**config.mk**
```make
export PLATFORM = sky130hd
export DESIGN_NAME = lru_recency_list
export DESIGN_NICKNAME = d
export VERILOG_FILES = /design/src/rtl/core/lrl_pkg.sv /design/src/rtl/core/lrl_store.sv /design/src/rtl/core/lrl_ctrl.sv /design/src/rtl/core/lru_recency_list.sv
export SDC_FILE = /design/constraint.sdc
export NUM_CORES = 1
export LEC_CHECK = 0
export BUFFER_PORTS_ARGS = -buffer_cell sky130_fd_sc_hd__buf_2
export CORE_MARGIN = 2
export CORE_UTILIZATION = 50
export DETAILED_ROUTE_END_ITERATION = 10
export GPL_TIMING_DRIVEN = 0
export PLACE_DENSITY_LB_ADDON = 0.15
export SETUP_SLACK_MARGIN = 0.15
export SLEW_MARGIN = 20
export SYNTH_ARGS = -nofsm -noshare
export SYNTH_HDL_FRONTEND = slang
export SYNTH_SLANG_ARGS = --single-unit
export TNS_END_PERCENT = 30
```
**constraint.sdc**
```tcl
create_clock -name aclk -period 16.9 [get_ports aclk]
set_clock_uncertainty 0.15 [all_clocks]
set_input_delay 2.535 -clock aclk [delete_from_list [all_inputs] [get_ports aclk]]
set_output_delay 2.535 -clock aclk [all_outputs]
set_load 0.05 [all_outputs]
```
**src/rtl/core/lrl_pkg.sv**
```systemverilog
// ----------------------------------------------------------------------------
// lrl_pkg: shared codes and types for the LRU recency list
// Opcode and status codes and the packed result beat handed to the top level.
// ----------------------------------------------------------------------------
`default_nettype none

package lrl_pkg;

    localparam logic [1:0] OP_PUSH  = 2'd0;
    localparam logic [1:0] OP_POP   = 2'd1;
    localparam logic [1:0] OP_FIND  = 2'd2;
    localparam logic [1:0] OP_CLEAR = 2'd3;

    localparam logic [1:0] ST_OK       = 2'd0;
    localparam logic [1:0] ST_FULL     = 2'd1;
    localparam logic [1:0] ST_BADIDX   = 2'd2;
    localparam logic [1:0] ST_NOTFOUND = 2'd3;

    typedef struct packed {
        logic [1:0]  status;
        logic [63:0] popped_value;
        logic [3:0]  found_index;
        logic [4:0]  list_size;
        logic        is_empty;
        logic        is_full;
    } res_t;

endpackage

`default_nettype wire

```
**src/rtl/core/lrl_store.sv**
```systemverilog
// ----------------------------------------------------------------------------
// lrl_store: entry memory of the LRU recency list
// One write port and one read port, read data registered.
// ----------------------------------------------------------------------------
`default_nettype none

module lrl_store #(
    parameter int DEPTH = 16
) (
    input  wire logic                       aclk,
    input  wire logic                       wr_en,
    input  wire logic [$clog2(DEPTH)-1:0]   wr_addr,
    input  wire logic [63:0]                wr_data,
    input  wire logic                       rd_en,
    input  wire logic [$clog2(DEPTH)-1:0]   rd_addr,
    output logic      [63:0]                rd_data
);

    logic [63:0] mem [DEPTH];

    always_ff @(posedge aclk) begin
        if (wr_en) begin
            mem[wr_addr] <= wr_data;
        end
    end

    always_ff @(posedge aclk) begin
        if (rd_en) begin
            rd_data <= mem[rd_addr];
        end
    end

endmodule

`default_nettype wire

```
**src/rtl/core/lrl_ctrl.sv**
```systemverilog
// ----------------------------------------------------------------------------
// lrl_ctrl: sequencer of the LRU recency list
// Decodes one beat, walks the memory for pop and find, holds the result beat.
// ----------------------------------------------------------------------------
`default_nettype none

module lrl_ctrl #(
    parameter int DEPTH = 16
) (
    input  wire logic                       aclk,
    input  wire logic                       aresetn,
    input  wire logic                       in_valid,
    output logic                            in_ready,
    input  wire logic [1:0]                 in_opcode,
    input  wire logic [63:0]                in_value,
    input  wire logic [3:0]                 in_index,
    output logic                            res_valid,
    input  wire logic                       res_ready,
    output lrl_pkg::res_t                   res,
    output logic                            wr_en,
    output logic      [$clog2(DEPTH)-1:0]   wr_addr,
    output logic      [63:0]                wr_data,
    output logic                            rd_en,
    output logic      [$clog2(DEPTH)-1:0]   rd_addr,
    input  wire logic [63:0]                rd_data
);
    import lrl_pkg::*;

    localparam int AW   = $clog2(DEPTH);
    localparam int CW   = $clog2(DEPTH + 1);
    localparam int CMPW = (CW > 4) ? CW : 4;

    localparam logic [1:0] S_IDLE = 2'd0;
    localparam logic [1:0] S_POP  = 2'd1;
    localparam logic [1:0] S_FIND = 2'd2;
    localparam logic [1:0] S_DONE = 2'd3;

    logic [1:0]    state_reg,  state_next;
    logic [CW-1:0] count_reg,  count_next;
    logic [CW-1:0] ptr_reg,    ptr_next;
    logic          first_reg,  first_next;
    logic [63:0]   value_reg,  value_next;
    logic [1:0]    status_reg, status_next;
    logic [63:0]   popped_reg, popped_next;
    logic [3:0]    found_reg,  found_next;
    logic          out_valid_reg, out_valid_next;
    res_t          out_reg,    out_next;

    logic          accept;
    logic          more;
    logic [CW-1:0] ptr_inc;
    logic [CW-1:0] ptr_dec;

    assign in_ready = (state_reg == S_IDLE);
    assign accept   = in_valid && in_ready;
    assign ptr_inc  = ptr_reg + 1'b1;
    assign ptr_dec  = ptr_reg - 1'b1;
    assign more     = ptr_inc < count_reg;

    always_comb begin
        state_next     = state_reg;
        count_next     = count_reg;
        ptr_next       = ptr_reg;
        first_next     = first_reg;
        value_next     = value_reg;
        status_next    = status_reg;
        popped_next    = popped_reg;
        found_next     = found_reg;
        out_valid_next = out_valid_reg;
        out_next       = out_reg;
        wr_en          = 1'b0;
        wr_addr        = count_reg[AW-1:0];
        wr_data        = in_value;
        rd_en          = 1'b0;
        rd_addr        = ptr_inc[AW-1:0];

        if (out_valid_reg && res_ready) begin
            out_valid_next = 1'b0;
        end

        case (state_reg)
            S_IDLE: begin
                if (accept) begin
                    value_next  = in_value;
                    status_next = ST_OK;
                    popped_next = '0;
                    found_next  = '0;
                    state_next  = S_DONE;
                    case (in_opcode)
                        OP_PUSH: begin
                            if (count_reg == CW'(DEPTH)) begin
                                status_next = ST_FULL;
                            end else begin
                                wr_en      = 1'b1;
                                count_next = count_reg + 1'b1;
                            end
                        end
                        OP_POP: begin
                            if (CMPW'(in_index) >= CMPW'(count_reg)) begin
                                status_next = ST_BADIDX;
                            end else begin
                                rd_en      = 1'b1;
                                rd_addr    = AW'(in_index);
                                ptr_next   = CW'(in_index);
                                first_next = 1'b1;
                                state_next = S_POP;
                            end
                        end
                        OP_FIND: begin
                            if (count_reg == '0) begin
                                status_next = ST_NOTFOUND;
                            end else begin
                                rd_en      = 1'b1;
                                rd_addr    = '0;
                                ptr_next   = '0;
                                state_next = S_FIND;
                            end
                        end
                        default: begin
                            count_next = '0;
                        end
                    endcase
                end
            end
            S_POP: begin
                // rd_data holds the entry at ptr; keep the first as popped, move later ones down one slot.
                if (first_reg) begin
                    popped_next = rd_data;
                end else begin
                    wr_en   = 1'b1;
                    wr_addr = ptr_dec[AW-1:0];
                    wr_data = rd_data;
                end
                first_next = 1'b0;
                if (more) begin
                    rd_en    = 1'b1;
                    ptr_next = ptr_inc;
                end else begin
                    count_next = count_reg - 1'b1;
                    state_next = S_DONE;
                end
            end
            S_FIND: begin
                if (rd_data == value_reg) begin
                    found_next = 4'(ptr_reg);
                    state_next = S_DONE;
                end else if (more) begin
                    rd_en    = 1'b1;
                    ptr_next = ptr_inc;
                end else begin
                    status_next = ST_NOTFOUND;
                    state_next  = S_DONE;
                end
            end
            S_DONE: begin
                if (!out_valid_reg || res_ready) begin
                    out_valid_next        = 1'b1;
                    out_next.status       = status_reg;
                    out_next.popped_value = popped_reg;
                    out_next.found_index  = found_reg;
                    out_next.list_size    = 5'(count_reg);
                    out_next.is_empty     = (count_reg == '0);
                    out_next.is_full      = (count_reg == CW'(DEPTH));
                    state_next            = S_IDLE;
                end
            end
            default: begin
                state_next = S_IDLE;
            end
        endcase
    end

    always_ff @(posedge aclk) begin
        if (!aresetn) begin
            state_reg     <= S_IDLE;
            count_reg     <= '0;
            out_valid_reg <= 1'b0;
        end else begin
            state_reg     <= state_next;
            count_reg     <= count_next;
            out_valid_reg <= out_valid_next;
        end
    end

    always_ff @(posedge aclk) begin
        ptr_reg    <= ptr_next;
        first_reg  <= first_next;
        value_reg  <= value_next;
        status_reg <= status_next;
        popped_reg <= popped_next;
        found_reg  <= found_next;
        out_reg    <= out_next;
    end

    assign res_valid = out_valid_reg;
    assign res       = out_reg;

endmodule

`default_nettype wire

```
**src/rtl/core/lru_recency_list.sv**
```systemverilog
// ----------------------------------------------------------------------------
// lru_recency_list: ordered recency list of 64-bit page entries
// Push, pop at position, find and clear over a list held in one memory.
// ----------------------------------------------------------------------------
//
//   Channel  Direction  Ports
//   s_       in         s_valid, s_ready, s_opcode, s_entry_value, s_entry_index
//   m_       out        m_valid, m_ready, m_status, m_popped_value, m_found_index,
//                       m_list_size, m_is_empty, m_is_full
//
// One beat is worked on at a time; push and clear need no memory read, pop at
// index i first reads each entry from i to the end of the list, and find reads
// from slot 0 up to the match, one memory read per entry. Reset clears the
// sequencer, the entry count and the result valid, never the memory. A stalled
// result holds its register while the next beat is worked on, which then waits.
// ----------------------------------------------------------------------------
`default_nettype none

module lru_recency_list #(
    parameter int DEPTH = 16
) (
    input  wire logic        aclk,
    input  wire logic        aresetn,
    input  wire logic        s_valid,
    output logic             s_ready,
    input  wire logic [1:0]  s_opcode,
    input  wire logic [63:0] s_entry_value,
    input  wire logic [3:0]  s_entry_index,
    output logic             m_valid,
    input  wire logic        m_ready,
    output logic      [1:0]  m_status,
    output logic      [63:0] m_popped_value,
    output logic      [3:0]  m_found_index,
    output logic      [4:0]  m_list_size,
    output logic             m_is_empty,
    output logic             m_is_full
);
    import lrl_pkg::*;

    localparam int AW = $clog2(DEPTH);

    // Memory port between the sequencer and the entry store.
    logic          wr_en;
    logic [AW-1:0] wr_addr;
    logic [63:0]   wr_data;
    logic          rd_en;
    logic [AW-1:0] rd_addr;
    logic [63:0]   rd_data;

    res_t          res;

    // The sequencer owns the entry count and the result register. Pop reads the
    // entry at the index, then streams each later entry one slot down: the read
    // of slot p+1 is issued in the same cycle as the write of slot p-1, so the
    // two ports never touch the same entry and no forwarding is needed.
    lrl_ctrl #(
        .DEPTH(DEPTH)
    ) u_ctrl (
        .aclk      (aclk),
        .aresetn   (aresetn),
        .in_valid  (s_valid),
        .in_ready  (s_ready),
        .in_opcode (s_opcode),
        .in_value  (s_entry_value),
        .in_index  (s_entry_index),
        .res_valid (m_valid),
        .res_ready (m_ready),
        .res       (res),
        .wr_en     (wr_en),
        .wr_addr   (wr_addr),
        .wr_data   (wr_data),
        .rd_en     (rd_en),
        .rd_addr   (rd_addr),
        .rd_data   (rd_data)
    );

    // Entries below the count have always been written; nothing above it is read.
    lrl_store #(
        .DEPTH(DEPTH)
    ) u_store (
        .aclk    (aclk),
        .wr_en   (wr_en),
        .wr_addr (wr_addr),
        .wr_data (wr_data),
        .rd_en   (rd_en),
        .rd_addr (rd_addr),
        .rd_data (rd_data)
    );

    assign m_status       = res.status;
    assign m_popped_value = res.popped_value;
    assign m_found_index  = res.found_index;
    assign m_list_size    = res.list_size;
    assign m_is_empty     = res.is_empty;
    assign m_is_full      = res.is_full;

`ifndef SYNTHESIS
    // The engine takes one beat at a time.
    a_one_at_a_time: assert property (@(posedge aclk) disable iff (!aresetn)
        (s_valid && s_ready) |=> !s_ready)
        else $error("input accepted while a beat is in progress");

    // The empty flag agrees with the reported size.
    a_empty_size: assert property (@(posedge aclk) disable iff (!aresetn)
        m_valid |-> (m_is_empty == (m_list_size == 5'd0)))
        else $error("empty flag disagrees with list size");

    // A full report only comes from a list that is full.
    a_full_status: assert property (@(posedge aclk) disable iff (!aresetn)
        (m_valid && (m_status == ST_FULL)) |-> m_is_full)
        else $error("full status on a list that is not full");

    // A popped value or a found position only appears on a successful beat.
    a_payload_ok: assert property (@(posedge aclk) disable iff (!aresetn)
        (m_valid && ((m_popped_value != 64'd0) || (m_found_index != 4'd0)))
            |-> (m_status == ST_OK))
        else $error("payload set on a failed beat");
`endif

endmodule

`default_nettype wire
```
# == Word level (Yosys, flattened, before mapping) ==
# Memories as Yosys holds them, arrays and structs flattened. A register that Yosys moved wholly into a read port is not among the register bits.
# Index checks and enable logic that the tools add are counted.
# totals
reg_bits,225
latch_bits,0
ramBits,1024
mem_bits_ro,0
input_bits,74
output_inout_bits,79
word_cells,127
n_memories,1
# op_classes
add_sub_neg,4
mul,0
n_div,0
magnitude_cmp,2
n_eq_ne,21
shift,0
muxes,64
bitwise_logic,0
n_reduce_logical,20
# mem_list
memory,depth,width,rd,rd_ports_with_merged_regs,wr,line_no,source
u_store.mem,16,64,1,1,1,lrl_store.sv:19,logic [63:0] mem [DEPTH];
# op_table
op,count
64-bit 2-to-1 mux,4
64-bit case mux with 2 select lines,1
64-bit == test,1
5-bit 2-to-1 mux,8
4-bit 2-to-1 mux,8
5-bit case mux with 2 select lines,3
2-bit 2-to-1 mux,10
1-bit 2-to-1 mux,19
4-bit case mux with 2 select lines,2
5-bit case mux with 3 select lines,1
"2-bit != test, second input constant",7
"3-bit != test, second input constant",4
"5-bit by 1-bit adder with 5-bit output, second input constant",2
2-bit case mux with 2 select lines,2
2-bit case mux with 4 select lines,1
4-bit AND reduction,2
"2-bit == test, second input constant",3
"2-bit by 1-bit != test with 1-bit output, second input constant",3
1-bit case mux with 2 select lines,3
2-bit case mux with 3 select lines,1
2-bit AND reduction,3
3-bit AND reduction,2
6-bit AND reduction,1
"5-bit == test, second input constant",1
other kinds (15),19

# == Logic depth before layout (Yosys ltp) ==
# logic_depth
word_depth,7
mapped_depth,15
ltp_nobuf,11

# == Modules after synthesis ==
# From an unflattened synthesis, not the netlist that was laid out.
# hier_totals
cells_unflattened,2418
area_unflattened_um2,50021.7
# by_module_without_submodules
mod,instances,cells_each,area_each_um2,seq_area_each_um2
lrl_store,1,1647,40222.3,32671.3
lrl_ctrl,1,771,9799.4,6676.4

# == Worst setup path before layout ==
# No wires, ideal clock.
# synth_path
path_kind,in2reg
startpoint,in s_valid
endpoint,reg u_ctrl.popped_reg[0] (enable)
setup_time_ns,0.565
t_arrival_ns,6.990
required_ns,16.185
slack_ns,9.195
path_stages,2
n_path_buf,0
cell_sequence,nor2b_1 > nor3_1
# synth_between
elab_chain_cells,3
# synth_rtl
item,line_no,source
start: declaration,lru_recency_list.sv:24,"input wire logic s_valid,"
1-bit logical AND,lrl_ctrl.sv:55,assign accept = in_valid && in_ready;
2-bit != test (no line),n/a,
3-bit AND reduction (no line),n/a,
end signal: assignment,lrl_ctrl.sv:190,popped_reg <= popped_next;
end: declaration,lrl_ctrl.sv:44,"logic [63:0] popped_reg, popped_next;"
# No other way between the ends.
# A chain may end at the register's enable or synchronous reset.

# == Worst setup path in the final report ==
# layout_path
startpoint,in s_entry_index[0]
endpoint,"reg u_store.rd_data[20], read port of u_store.mem, data pin"
# layout_between
elab_chain_cells,5
elab_cells_between_ends,9
cone_classes,order compare (1); mux (8)
# layout_rtl
item,line_no,source
start: declaration,lru_recency_list.sv:28,"input wire logic [3:0] s_entry_index,"
4-bit by 5-bit greater-or-equal comparator with 1-bit output,lrl_ctrl.sv:99,if (CMPW'(in_index) >= CMPW'(count_reg)) begin
1-bit 2-to-1 mux or 4-bit 2-to-1 mux (tied branches),lrl_ctrl.sv:99,
1-bit case mux with 2 select lines or 4-bit case mux with 2 select lines (tied branches),lrl_ctrl.sv:89,case (in_opcode)
1-bit 2-to-1 mux or 4-bit 2-to-1 mux (tied branches),lrl_ctrl.sv:83,if (accept) begin
1-bit case mux with 3 select lines or 4-bit 2-to-1 mux (tied branches),lrl_ctrl.sv:81,case (state_reg)
end: declaration,lrl_store.sv:16,output logic [63:0] rd_data
# Several ways; a longest one is shown, not always the timed one.

==> flow_metrics.env <==
export IMPL_status="finished, final reports clean"
export IMPL_ir_worst_vdd_mv=0.125
export IMPL_synth_cells=3407
export IMPL_ctsResizeCount=0
export IMPL_synth_seq_cells=1313
export IMPL_syn_nets=3502
export IMPL_setup_viol=0
export IMPL_cap_violations=0
export IMPL_drv_slew=0
export IMPL_crit_type="in -> reg"
export IMPL_powerDensity_mw_per_mm2=203
export IMPL_num_io_pins=153
export IMPL_cts_reportedPaths_clkPinSlew_ns=0.06
export IMPL_layout_common_cells="edfxtp_1 (1305), nand2_1 (727), nand3_1 (263)"
export IMPL_synth_seq_area_share_pct=76.7
export IMPL_die_h_um=324
export IMPL_clk_path_buf_depth=3
export IMPL_wirelength_mm=146
export IMPL_cp_arrival_ns=6.37
export IMPL_worstPathRequired_ns=17.19
export IMPL_detail_route_vias_per_cell=5.87
export IMPL_final_common_cell="edfxtp_1"
export IMPL_fin_crit_ns=6.08
export IMPL_clock_sinks=1313
export IMPL_antenna_found_initial=10
export IMPL_combPwrFrac_pct=38.6
export IMPL_dieArea_mm2=0.105
export IMPL_drc=0
export IMPL_start_kind="input pin"
export IMPL_p_sw_w=0.00478
export IMPL_place_ws_ns=10.13
export IMPL_tightestPinTransition_ns=1.22
export IMPL_syn_area_mm2=0.0513
export IMPL_grt_pass1_vias=29500
export IMPL_hold_viol_final=0
export IMPL_finalCritPeriodShare_pct=36.0
export IMPL_post_cts_buffers=0
export IMPL_cts_root_buf="clkbuf_16"
export IMPL_internal_power_w=0.00733
export IMPL_setup_tns_ns=0
export IMPL_worstSetupEndpointType="flop"
export IMPL_grt_remaining_overflow=0
export IMPL_p_leak_nw=20.8
export IMPL_core_area_mm2=0.102
export IMPL_power_frac_seq_pct=36.9
export IMPL_ant_nets=0
export IMPL_slew_limit_headroom_pct=17.6
export IMPL_switching_share_pct=39.5
export IMPL_holdPathStages=0
export IMPL_layout_nets=3858
export IMPL_grt_max_degree=54
export IMPL_hpwl_mm=97.6
export IMPL_core_rowCount=117
export IMPL_yosys_warnings=0
export IMPL_synthFlopType="edfxtp_1"
export IMPL_clk_latency_ns=0.75
export IMPL_fmax_mhz=165
export IMPL_clkPwrFrac_pct=24.4
export IMPL_post_drt_wl_per_cell_um=27.9
export IMPL_drt_first_pass_iters=6
export IMPL_drive_gt1_share_pct=14.1
export IMPL_grt_usage_pct=27.6
export IMPL_crit_fanout=10
export IMPL_regMostFlops="u_store.mem"
export IMPL_rsz0062_at_grt="no"
export IMPL_vias=30700
export IMPL_async_reset_ff_share_pct=0
export IMPL_die_width_um=324
export IMPL_port_buffers=152
export IMPL_setup_slack_ns=10.82
export IMPL_synth_edf_count=1305
export IMPL_numCtsBuffers=136
export IMPL_start_util_pct=50.4
export IMPL_dp_cells=4993
export IMPL_gp_congestion=0.817
export IMPL_grt_pass1_wl_mm=209
export IMPL_holdBufCountCts=0
export IMPL_fillers=7791
export IMPL_hold_class="reg -> reg"
export IMPL_drt_first_iter_violations=3775
export IMPL_syn_to_final_growth_pct=16.3
export IMPL_stdcell_count=5237
export IMPL_largest_reg_flops=1024
export IMPL_ys_types=61
export IMPL_reg2reg_depth=9
export IMPL_syn_avg_cell_area_um2=15.1
export IMPL_h_tree_depth=4
export IMPL_cts_tree="built"
[power by group through the flow]
stage               clock network [W]  logic, W  registers [W]
CTS                           0.00298   0.00467        0.00447
global placement                    0   0.00446        0.00462
global route                  0.00311   0.00495        0.00450
detailed placement                  0   0.00464        0.00453
finish                        0.00296   0.00468        0.00447
floorplan                           0   0.00255        0.00459
[routing by layer]
layer | up-vias | track usage [%] | routed length, um
met5 | - | 0 | 13
met4 | 2 | 8.26 | 3950
met3 | 220 | 4.70 | 13400
met2 | 1532 | 41.9 | 65900
met1 | 15400 | 41.2 | 63000
li1 | 13500 | - | -
[cells in the mapped netlist (all sizes together), types with 64 or more instances]
cell type | instances | area share [%]
edfxtp | 1305 | 76
nand2 | 728 | 5.3
o22ai | 67 | 0.82
and2 | 71 | 0.87
xnor2 | 68 | 1.2
mux2i | 258 | 5.0
clkbuf | 83 | 0.61
buf | 109 | 1.2
o221ai | 64 | 1.1
nand4 | 81 | 0.99
o21ai | 140 | 1.4
nand3 | 263 | 2.6
[worst max-delay path, stage by stage]
cell	delay, ns
buf_2	0.14
inv_1	0.09
ha_1	0.29
nand2b_4	0.15
a2111oi_4	0.42
o211ai_4	0.18
a32oi_2	0.55
buf_2	0.45
and2_1	0.17
buf_2	0.53
buf_2	0.38
nand3_1	0.12
nand4_1	0.20
o21ai_1	0.12
[worst paths after layout]
check,slack [ns],start,endpoint
setup / recovery,10.82,s_entry_index[0],u_store.rd_data[20]
setup reg to reg,11.96,u_store.rd_data[46],u_store.rd_data[46]
hold reg to reg,0.27,u_ctrl.popped_reg[63],u_ctrl.res[74]
hold / removal,0.27,u_ctrl.popped_reg[63],u_ctrl.res[74]
[stage by stage]
| step | power [W] | util (%) | instance area [um^2] | hold WS [ns] |
|---|---|---|---|---|
| 5_1_grt | 0.0126 | 58.7 | 59700 | 0.272 |
| 2_1_floorplan | 0.00714 | - | 51300 | 0.250 |
| 6_report | 0.0121 | 58.7 | 59700 | 0.267 |
| 3_3_place_gp | 0.00909 | 52.9 | 53800 | 0.252 |
| 3_5_place_dp | 0.00917 | 54.4 | 55300 | 0.255 |
| 4_1_cts | 0.0121 | 58.7 | 59700 | 0.267 |
[layout make-up]
cell class                      count  area (um^2)  area share (%)
Antenna cell                        1         2.50         0.00419
Buffer                            192          936            1.57
Clock buffer                      169         3620            6.07
Clock inverter                     74          737            1.23
Inverter                           21         83.8           0.140
Multi-Input combinational cell   1881        11100            18.6
Sequential cell                  1313        39300            65.9
Tap cell                         1368         1710            2.87
Timing Repair Buffer              218         2130            3.57
[cell families after synthesis]
group           count (synthesis)  share of synthesized area, %
mux                           258                          5.03
compound gates                328                          4.24
fa+ha+maj                      21                         0.512
flops                        1313                          76.7
simple gates                 1205                          10.4
xor+xnor                       69                          1.18
buf+inv                       213                          1.97
(Power assumes the default switching activity.)
